File: src/rtl/core/dtd_pkg.sv
// ----------------------------------------------------------------------------
// Date-time difference package
// Field widths, calendar constants, reciprocal constants and the month table
// shared by the stamp converter and the top level.
// ----------------------------------------------------------------------------
package dtd_pkg;

    localparam int YEAR_W   = 14;
    localparam int MONTH_W  = 4;
    localparam int DAY_W    = 5;
    localparam int HOUR_W   = 5;
    localparam int MIN_W    = 6;
    localparam int SEC_W    = 6;
    localparam int HOURS_W  = 27;

    // day count since 0001-01-01 and seconds within a (possibly overlong) day
    localparam int DAYS_W   = 23;
    localparam int TOD_W    = 17;
    localparam int MIDX_W   = 4;
    localparam int MDAYS_W  = 9;
    localparam int CENT_W   = 8;
    localparam int REM_W    = 12;

    localparam int DAYS_PER_YEAR  = 365;
    localparam int YEARS_PER_CENT = 100;
    localparam int SECS_PER_DAY   = 86400;
    localparam int SECS_PER_HOUR  = 3600;
    localparam int SECS_PER_MIN   = 60;
    localparam int HOURS_PER_DAY  = 24;
    localparam int MONTHS         = 12;

    // x / d = (x * RECIP) >> SHIFT, exact over the stated input range
    localparam int RECIP_100       = 5243;
    localparam int RECIP_100_SH    = 19;
    localparam int RECIP_3600      = 74566;
    localparam int RECIP_3600_SH   = 28;
    localparam int RECIP_60        = 4370;
    localparam int RECIP_60_SH     = 18;

    // stamp converter is two stages, difference datapath eight more
    localparam int PIPE_DEPTH = 10;

    typedef struct packed {
        logic [YEAR_W-1:0]  year;
        logic [MONTH_W-1:0] month;
        logic [DAY_W-1:0]   day;
        logic [HOUR_W-1:0]  hour;
        logic [MIN_W-1:0]   minute;
        logic [SEC_W-1:0]   second;
    } t_stamp;

    // days in the whole months before month index mi (0 = January)
    function automatic logic [MDAYS_W-1:0] days_before(input logic [MIDX_W-1:0] mi);
        logic [MDAYS_W-1:0] d;
        case (mi)
            4'd0:    d = 9'd0;
            4'd1:    d = 9'd31;
            4'd2:    d = 9'd59;
            4'd3:    d = 9'd90;
            4'd4:    d = 9'd120;
            4'd5:    d = 9'd151;
            4'd6:    d = 9'd181;
            4'd7:    d = 9'd212;
            4'd8:    d = 9'd243;
            4'd9:    d = 9'd273;
            4'd10:   d = 9'd304;
            4'd11:   d = 9'd334;
            default: d = 9'd365;
        endcase
        return d;
    endfunction

endpackage

File: src/rtl/core/dtd_stamp.sv
// ----------------------------------------------------------------------------
// Date-time to day count converter
// Two register stages: constant divisions by 100, then the closed-form day
// count with the leap-day correction. Time of day is passed as seconds.
// ----------------------------------------------------------------------------
module dtd_stamp (
    input  logic                          i_clk,
    input  logic                          i_en,
    input  dtd_pkg::t_stamp               i_stamp,
    output logic [dtd_pkg::DAYS_W-1:0]    o_days,
    output logic [dtd_pkg::TOD_W-1:0]     o_tod
);
    import dtd_pkg::*;

    localparam int PQ_W = YEAR_W + 13;

    logic [YEAR_W-1:0]  w_past;
    logic [PQ_W-1:0]    w_pq_prod;
    logic [PQ_W-1:0]    w_yq_prod;
    logic [MIDX_W-1:0]  w_mi;
    logic [TOD_W-1:0]   w_tod;

    logic [YEAR_W-1:0]  r_year;
    logic [YEAR_W-1:0]  r_past;
    logic [CENT_W-1:0]  r_pq;
    logic [CENT_W-1:0]  r_yq;
    logic [MIDX_W-1:0]  r_mi;
    logic [DAY_W-1:0]   r_day;
    logic [TOD_W-1:0]   r_tod;

    logic               w_century;
    logic               w_leap;
    logic               w_leap_add;
    logic [DAYS_W-1:0]  w_days;

    // stage 1
    always_comb begin
        w_past    = (i_stamp.year == '0) ? '0 : i_stamp.year - YEAR_W'(1);
        w_pq_prod = PQ_W'(w_past) * PQ_W'(RECIP_100);
        w_yq_prod = PQ_W'(i_stamp.year) * PQ_W'(RECIP_100);
        if (i_stamp.month == '0) begin
            w_mi = '0;
        end else if (i_stamp.month > MIDX_W'(MONTHS)) begin
            w_mi = MIDX_W'(MONTHS);
        end else begin
            w_mi = i_stamp.month - MIDX_W'(1);
        end
        w_tod = TOD_W'(i_stamp.hour) * TOD_W'(SECS_PER_HOUR)
              + TOD_W'(i_stamp.minute) * TOD_W'(SECS_PER_MIN)
              + TOD_W'(i_stamp.second);
    end

    always_ff @(posedge i_clk) begin
        if (i_en) begin
            r_year <= i_stamp.year;
            r_past <= w_past;
            r_pq   <= w_pq_prod[RECIP_100_SH +: CENT_W];
            r_yq   <= w_yq_prod[RECIP_100_SH +: CENT_W];
            r_mi   <= w_mi;
            r_day  <= i_stamp.day;
            r_tod  <= w_tod;
        end
    end

    // stage 2: year 0 counts as leap since 0 is a multiple of 400
    always_comb begin
        w_century  = (r_year == YEAR_W'(r_yq) * YEAR_W'(YEARS_PER_CENT));
        w_leap     = (w_century) ? (r_yq[1:0] == 2'b00) : (r_year[1:0] == 2'b00);
        w_leap_add = w_leap && (r_mi >= MIDX_W'(2));
        w_days     = DAYS_W'(r_past) * DAYS_W'(DAYS_PER_YEAR)
                   + DAYS_W'(r_past >> 2)
                   - DAYS_W'(r_pq)
                   + DAYS_W'(r_pq >> 2)
                   + DAYS_W'(days_before(r_mi))
                   + DAYS_W'(w_leap_add)
                   + DAYS_W'(r_day);
    end

    always_ff @(posedge i_clk) begin
        if (i_en) begin
            o_days <= w_days;
            o_tod  <= r_tod;
        end
    end

endmodule

File: src/rtl/core/datetime_difference_hms.sv
// ----------------------------------------------------------------------------
// Date-time difference in hours, minutes and seconds
// Absolute difference of two proleptic Gregorian date-times, split into
// whole hours and remaining minutes and seconds.
// ----------------------------------------------------------------------------
//  channel   direction  handshake            payload
//  request   in         i_valid / o_stall    i_year_a .. i_second_b
//  result    out        o_valid / i_stall    o_diff_hours, o_diff_minutes,
//                                            o_diff_seconds
//
//  One request per cycle while o_stall is low; the datapath has ten stages:
//  two stages of day counting, then difference, sign, magnitude, day
//  normalise and four split stages.
//  Synchronous active-low reset clears the stage valid bits only.
//  A held result with i_stall high freezes every stage; o_stall follows.
// ----------------------------------------------------------------------------
module datetime_difference_hms (
    input  logic                          i_clk,
    input  logic                          i_rst_n,
    input  logic                          i_valid,
    output logic                          o_stall,
    input  logic [dtd_pkg::YEAR_W-1:0]    i_year_a,
    input  logic [dtd_pkg::MONTH_W-1:0]   i_month_a,
    input  logic [dtd_pkg::DAY_W-1:0]     i_day_a,
    input  logic [dtd_pkg::HOUR_W-1:0]    i_hour_a,
    input  logic [dtd_pkg::MIN_W-1:0]     i_minute_a,
    input  logic [dtd_pkg::SEC_W-1:0]     i_second_a,
    input  logic [dtd_pkg::YEAR_W-1:0]    i_year_b,
    input  logic [dtd_pkg::MONTH_W-1:0]   i_month_b,
    input  logic [dtd_pkg::DAY_W-1:0]     i_day_b,
    input  logic [dtd_pkg::HOUR_W-1:0]    i_hour_b,
    input  logic [dtd_pkg::MIN_W-1:0]     i_minute_b,
    input  logic [dtd_pkg::SEC_W-1:0]     i_second_b,
    output logic                          o_valid,
    input  logic                          i_stall,
    output logic [dtd_pkg::HOURS_W-1:0]   o_diff_hours,
    output logic [dtd_pkg::MIN_W-1:0]     o_diff_minutes,
    output logic [dtd_pkg::SEC_W-1:0]     o_diff_seconds
);
    import dtd_pkg::*;

    localparam int DD_W   = DAYS_W + 1;
    localparam int DT_W   = TOD_W + 1;
    localparam int TOT_W  = 42;
    localparam int DA_W   = DAYS_W + 2;
    localparam int TN_W   = TOD_W + 2;
    localparam int QP_W   = 2 * TOD_W;
    localparam int Q_W    = 5;
    localparam int MP_W   = REM_W + 13;

    localparam logic signed [TOT_W-1:0] SPD_S    = TOT_W'(SECS_PER_DAY);
    localparam logic signed [TN_W-1:0]  DAY_S    = TN_W'(SECS_PER_DAY);
    localparam logic signed [TN_W-1:0]  TWO_DAYS = TN_W'(2 * SECS_PER_DAY);

    logic                   w_en;
    logic [PIPE_DEPTH-1:0]  r_v;
    logic [PIPE_DEPTH-1:0]  n_v;

    t_stamp                 w_stamp_a;
    t_stamp                 w_stamp_b;
    logic [DAYS_W-1:0]      w_days_a;
    logic [DAYS_W-1:0]      w_days_b;
    logic [TOD_W-1:0]       w_tod_a;
    logic [TOD_W-1:0]       w_tod_b;

    logic signed [DD_W-1:0]  r_dd;
    logic signed [DT_W-1:0]  r_dt;
    logic signed [TOT_W-1:0] w_tot;
    logic                    r_neg;
    logic signed [DD_W-1:0]  r_dd4;
    logic signed [DT_W-1:0]  r_dt4;
    logic signed [DA_W-1:0]  w_dabs;
    logic signed [DT_W-1:0]  w_tabs;
    logic signed [DA_W-1:0]  r_dabs;
    logic signed [DT_W-1:0]  r_tabs;
    logic signed [TN_W-1:0]  w_t19;
    logic signed [TN_W-1:0]  w_tn;
    logic signed [DA_W-1:0]  w_dn;
    logic [DAYS_W-1:0]       r_dn;
    logic [TOD_W-1:0]        r_tn;
    logic [QP_W-1:0]         w_qprod;
    logic [Q_W-1:0]          r_q;
    logic [DAYS_W-1:0]       r_dn7;
    logic [TOD_W-1:0]        r_tn7;
    logic [HOURS_W-1:0]      r_hours;
    logic [REM_W-1:0]        r_rem;
    logic [MP_W-1:0]         w_mprod;
    logic [HOURS_W-1:0]      r_hours9;
    logic [MIN_W-1:0]        r_min;
    logic [REM_W-1:0]        r_rem9;
    logic [HOURS_W-1:0]      r_out_hours;
    logic [MIN_W-1:0]        r_out_min;
    logic [SEC_W-1:0]        r_out_sec;

    // hold every stage while the last one holds an untaken result
    assign w_en    = !(r_v[PIPE_DEPTH-1] && i_stall);
    assign o_stall = r_v[PIPE_DEPTH-1] && i_stall;
    assign o_valid = r_v[PIPE_DEPTH-1];
    assign n_v     = {r_v[PIPE_DEPTH-2:0], i_valid};

    always_ff @(posedge i_clk) begin
        if (!i_rst_n) begin
            r_v <= '0;
        end else if (w_en) begin
            r_v <= n_v;
        end
    end

    assign w_stamp_a = '{year: i_year_a, month: i_month_a, day: i_day_a,
                         hour: i_hour_a, minute: i_minute_a, second: i_second_a};
    assign w_stamp_b = '{year: i_year_b, month: i_month_b, day: i_day_b,
                         hour: i_hour_b, minute: i_minute_b, second: i_second_b};

    dtd_stamp u_stamp_a (
        .i_clk   (i_clk),
        .i_en    (w_en),
        .i_stamp (w_stamp_a),
        .o_days  (w_days_a),
        .o_tod   (w_tod_a)
    );

    dtd_stamp u_stamp_b (
        .i_clk   (i_clk),
        .i_en    (w_en),
        .i_stamp (w_stamp_b),
        .o_days  (w_days_b),
        .o_tod   (w_tod_b)
    );

    // stage 4 sign of the full second count; stage 5 magnitude
    always_comb begin
        w_tot  = TOT_W'(r_dd) * SPD_S + TOT_W'(r_dt);
        w_dabs = r_neg ? -DA_W'(r_dd4) : DA_W'(r_dd4);
        w_tabs = r_neg ? -r_dt4 : r_dt4;
    end

    // stage 6: move whole days out of or into the time of day
    always_comb begin
        w_t19 = TN_W'(r_tabs);
        if (w_t19 < -DAY_S) begin
            w_tn = w_t19 + TWO_DAYS;
            w_dn = r_dabs - DA_W'(2);
        end else if (w_t19 < TN_W'(0)) begin
            w_tn = w_t19 + DAY_S;
            w_dn = r_dabs - DA_W'(1);
        end else if (w_t19 >= DAY_S) begin
            w_tn = w_t19 - DAY_S;
            w_dn = r_dabs + DA_W'(1);
        end else begin
            w_tn = w_t19;
            w_dn = r_dabs;
        end
    end

    assign w_qprod = QP_W'(r_tn) * QP_W'(RECIP_3600);
    assign w_mprod = MP_W'(r_rem) * MP_W'(RECIP_60);

    always_ff @(posedge i_clk) begin
        if (w_en) begin
            r_dd        <= $signed({1'b0, w_days_b} - {1'b0, w_days_a});
            r_dt        <= $signed({1'b0, w_tod_b} - {1'b0, w_tod_a});
            r_neg       <= w_tot[TOT_W-1];
            r_dd4       <= r_dd;
            r_dt4       <= r_dt;
            r_dabs      <= w_dabs;
            r_tabs      <= w_tabs;
            r_dn        <= w_dn[DAYS_W-1:0];
            r_tn        <= w_tn[TOD_W-1:0];
            r_q         <= w_qprod[RECIP_3600_SH +: Q_W];
            r_dn7       <= r_dn;
            r_tn7       <= r_tn;
            r_hours     <= HOURS_W'(r_dn7) * HOURS_W'(HOURS_PER_DAY) + HOURS_W'(r_q);
            r_rem       <= REM_W'(r_tn7 - TOD_W'(r_q) * TOD_W'(SECS_PER_HOUR));
            r_hours9    <= r_hours;
            r_min       <= w_mprod[RECIP_60_SH +: MIN_W];
            r_rem9      <= r_rem;
            r_out_hours <= r_hours9;
            r_out_min   <= r_min;
            r_out_sec   <= SEC_W'(r_rem9 - REM_W'(r_min) * REM_W'(SECS_PER_MIN));
        end
    end

    assign o_diff_hours   = r_out_hours;
    assign o_diff_minutes = r_out_min;
    assign o_diff_seconds = r_out_sec;

`ifndef ASSERT_OFF
    a_norm_tod: assert property (@(posedge i_clk) disable iff (!i_rst_n)
        r_v[5] |-> (r_tn < TOD_W'(SECS_PER_DAY)))
        else $error("normalised time of day out of range");

    a_rem_range: assert property (@(posedge i_clk) disable iff (!i_rst_n)
        r_v[7] |-> (r_rem < REM_W'(SECS_PER_HOUR)))
        else $error("remainder within the hour out of range");

    a_out_range: assert property (@(posedge i_clk) disable iff (!i_rst_n)
        o_valid |-> (o_diff_minutes < MIN_W'(SECS_PER_MIN)
                     && o_diff_seconds < SEC_W'(SECS_PER_MIN)))
        else $error("minutes or seconds of result out of range");

    a_freeze: assert property (@(posedge i_clk) disable iff (!i_rst_n)
        o_stall |=> $stable(r_v))
        else $error("stage valid bits moved while stalled");
`endif

endmodule
File: config.mk
export PLATFORM = sky130hd
export DESIGN_NAME = datetime_difference_hms
export DESIGN_NICKNAME = d
export VERILOG_FILES = /design/src/rtl/core/dtd_pkg.sv /design/src/rtl/core/dtd_stamp.sv /design/src/rtl/core/datetime_difference_hms.sv
export SDC_FILE = /design/constraint.sdc
export NUM_CORES = 2
export LEC_CHECK = 0
export BUFFER_PORTS_ARGS = -buffer_cell sky130_fd_sc_hd__buf_2
export CAP_MARGIN = 10
export CORE_MARGIN = 2
export CORE_UTILIZATION = 35
export CTS_CLUSTER_SIZE = 10
export DETAILED_ROUTE_END_ITERATION = 16
export HOLD_SLACK_MARGIN = 0.12
export REMOVE_ABC_BUFFERS = 1
export SKIP_LAST_GASP = 1
export SLEW_MARGIN = 20
export SYNTH_ARGS = -nofsm -noshare
export SYNTH_HDL_FRONTEND = slang
export SYNTH_SLANG_ARGS = --single-unit
File: constraint.sdc
create_clock -name i_clk -period 22.4 [get_ports i_clk]
set_clock_uncertainty 0.15 [all_clocks]
set_input_delay 3.36 -clock i_clk [delete_from_list [all_inputs] [get_ports i_clk]]
set_output_delay 3.36 -clock i_clk [all_outputs]
set_load 0.05 [all_outputs]
==> results.py <==
metrics = {
    "yosys": {
        "postSynthCellCount": 5507,
        "synth_edf_count": 542,
        "synth_flop_cell": "edfxtp_1",
        "ys_top_cells_by_area": "edfxtp_1 27%, ha_1 26%, fa_1 20%, inv_1 7.6%, xnor2_1 4.0%",
        "synth_top_cell_by_area": "edfxtp_1",
        "synthesis.area_um2": 60700,
        "yosys_warnings": 0,
        "yosysMostFrequentCell": "ha_1",
        "netlist.area_leader.share_pct": 26.8,
        "ys_types": 75,
        "synth_common_cells": "1244 x ha_1, 1226 x inv_1, 606 x fa_1",
        "syn_avg_cell_area_um2": 11.0,
        "ys_seq_area_share_pct": 27.1,
        "synthArstFlopShare_pct": 0,
        "ys_ff_latch": 552,
    },
    "clock_network": {
        "cts_buffers": 70,
        "cts_sinks": 552,
        "clockBufferDepth": 3,
        "cts_tree": "built",
        "clk_pin_slew_ns": 0.05,
        "cts_root_buf": "clkbuf_16",
        "htreeDepth": 3,
        "clkLatencyLatePin_ns": 0.67,
        "ctsHoldBuffers": 0,
        "cts_setup_buffers": 0,
        "cts_resized": 0,
    },
    "placed_design": {
        "portBuffers": 124,
        "dp_slack_ns": 11.61,
        "dpl.hpwl_um": 96400,
        "place.gp.congestion": 0.855,
    },
    "die": {
        "ios": 125,
        "fp-row-count": 152,
        "initial_core_util_pct": 35.3,
        "coreArea_um2": 172000,
        "dieArea_um2": 177000,
        "die_y_um": 420,
        "die_x_um": 420,
    },
    "timing": {
        "finalCritPeriodShare_pct": 45.3,
        "setup_viol": 0,
        "tns_ns": 0,
        "clock.fmax_ghz": 0.0985,
        "finalHoldViolations": 0,
        "period_needed_ns": 10.15,
        "slew_viol_final": 0,
        "tightest_slew_ns": 1.04,
        "maxSlewHeadroom_pct": 30.8,
        "worst_slack_ns": 12.25,
        "rsz0062_at_grt": "false",
    },
    "final_layout": {
        "fill_cells": 16800,
        "fin_util_pct": 38.5,
        "area_growth_pct": 9.11,
        "finalNetCount": 7610,
        "drive_gt1_share_pct": 4.85,
    },
    "critical_path": {
        "end_kind": "register",
        "cp.required_ns": 22.66,
        "regToRegStartpoint": "u_stamp_a.r_yq[2]",
        "reg2reg_to": "u_stamp_a.o_days[21]",
        "r2r.worst_path.cells": 32,
        "r2r_slack_ns": 13.96,
        "crit_arrival_ns": 10.40,
        "cp-start-kind": "input port",
        "crit_type": "input port to register",
        "path_max_fanout": 6,
    },
    "run": {
        "cap_violations": 0,
    },
    "detailed_routing": {
        "drc": 0,
        "drt-initial-drc-count": 1447,
        "route.vias.total": 37500,
        "wire_per_inst_um": 14.3,
        "drtPass1Iterations": 5,
        "vias_per_cell": 4.68,
        "ant_nets": 0,
        "drt-total-wl_um": 115000,
    },
    "global_routing": {
        "grt_pass1_wl_um": 197000,
        "antenna_found_initial": 5,
        "grt.overflow.total": 0,
        "grt_max_degree": 87,
        "first_global_vias": 39600,
        "grt.total_usage_pct": 13.6,
    },
    "outcome": {
        "status": "finished clean",
    },
    "hold_path": {
        "holdPathStages": 0,
        "hold_path.class": "register to register",
        "holdPathEnd": "r_dn7[20]",
        "hp-start": "r_dn[20]",
    },
}
-- how the worst max path moves through the flow --
stage,startpoint,endpoint,slack [ns],depth (start not counted)
floorplan,i_stall,o_stall,-0.82,2
finish,i_year_a[1],u_stamp_a.r_pq[6],12.25,27
global placement,i_year_a[2],u_stamp_a.r_pq[6],11.58,27
CTS,i_year_a[1],u_stamp_a.r_pq[6],12.29,27
global route,i_year_a[2],u_stamp_a.r_pq[6],11.95,27
detailed placement,i_year_a[1],u_stamp_a.r_pq[6],11.61,27
-- cell families after synthesis --
kind of cell | Yosys count | share of synthesized area (%)
AND/OR/NAND/NOR | 731 | 6.05
XOR/XNOR | 364 | 5.27
adder cells (fa/ha/maj) | 1850 | 45.6
multiplexers | 8 | 0.134
buffers and inverters | 1266 | 7.83
flip-flops | 552 | 27.1
AO/OA/AOI/OAI | 736 | 7.95
-- critical path, cell delays in order --
cell       delay, ns
buf_2           0.17
inv_1           0.16
ha_1            0.23
a21boi_0        0.29
nand2_1         0.15
nand2_1         0.09
nand2_1         0.09
a21boi_0        0.34
nand2_1         0.12
xnor2_1         0.14
or2_2           0.35
inv_1           0.29
fa_1            0.48
ha_1            0.32
fa_1            0.49
fa_1            0.52
fa_1            0.49
ha_1            0.32
a21o_1          0.16
a21o_1          0.16
a21oi_1         0.25
o21ai_0         0.23
a2111oi_0       0.44
nor3_1          0.19
a211o_1         0.32
a21oi_1         0.18
xnor2_1         0.09
-- final cells by class --
cell class | count | area, um^2 | share of cell area (%)
Clock inverter | 18 | 135 | 0.204
Antenna cell | 1 | 2.50 | 0.00378
Clock buffer | 95 | 1930 | 2.91
Timing Repair Buffer | 135 | 703 | 1.06
Inverter | 1228 | 4610 | 6.96
Multi-Input combinational cell | 3689 | 39500 | 59.6
Tap cell | 2310 | 2890 | 4.36
Sequential cell | 552 | 16500 | 24.9
-- placed cells by master, fill, tap and decap left out, types with 15 or more instances in the layout --
cell and instances:
nor3_1 77, ha_1 1244, clkbuf_1 21, a21oi_1 215, or4_1 20, nand3_1 63
edfxtp_1 542, buf_2 124, a21boi_0 19, nor4_1 24, a21o_1 100, o21a_1 46
xnor2_1 279, xor2_1 84, nand2b_1 23, or3_1 26, o211ai_1 15, nand4_1 43
o31ai_1 20, o21ai_0 134, clkbuf_16 74, o21bai_1 35, inv_1 1226, and3_1 24
a211o_1 15, nand2_1 167, or2_2 31, nor2_1 157, fa_1 606, a211oi_1 17
a31oi_1 25, nor2b_1 35
-- registers in the layout (all words and copies together) (netlist names), 17 cells and up --
signal,flops
r_dd4,23
o_diff_hours,27
u_stamp_b.r_tod,17
r_dt4,18
u_stamp_b.o_days,23
r_dabs,23
u_stamp_a.o_tod,17
u_stamp_a.o_days,23
r_dt,18
r_tn,17
r_tabs,18
r_dn7,23
u_stamp_a.r_tod,17
u_stamp_b.o_tod,17
r_hours9,27
r_dn,23
r_dd,24
r_hours,27
-- routing by layer --
metal  global-route usage [%]  wire length [um]
met3                     1.98              3650
met4                     2.76              2090
met5                        0                31
met1                     18.1             53800
met2                     23.5             55400
-- stage by stage --
| stage | std cells | area (um^2) | hold WS, ns |
|---|---|---|---|
| after floorplan | 5469 | 60600 | 0.250 |
| after global placement | 7914 | 64200 | 0.251 |
| after detailed placement | 7914 | 64200 | 0.255 |
| after CTS | 8027 | 66200 | 0.263 |
| after global routing | 8028 | 66200 | 0.269 |
| final | 8028 | 66200 | 0.263 |
Power is not shown: default switching activity piles up to over one toggle a cycle in this logic, so the estimate is an artifact.
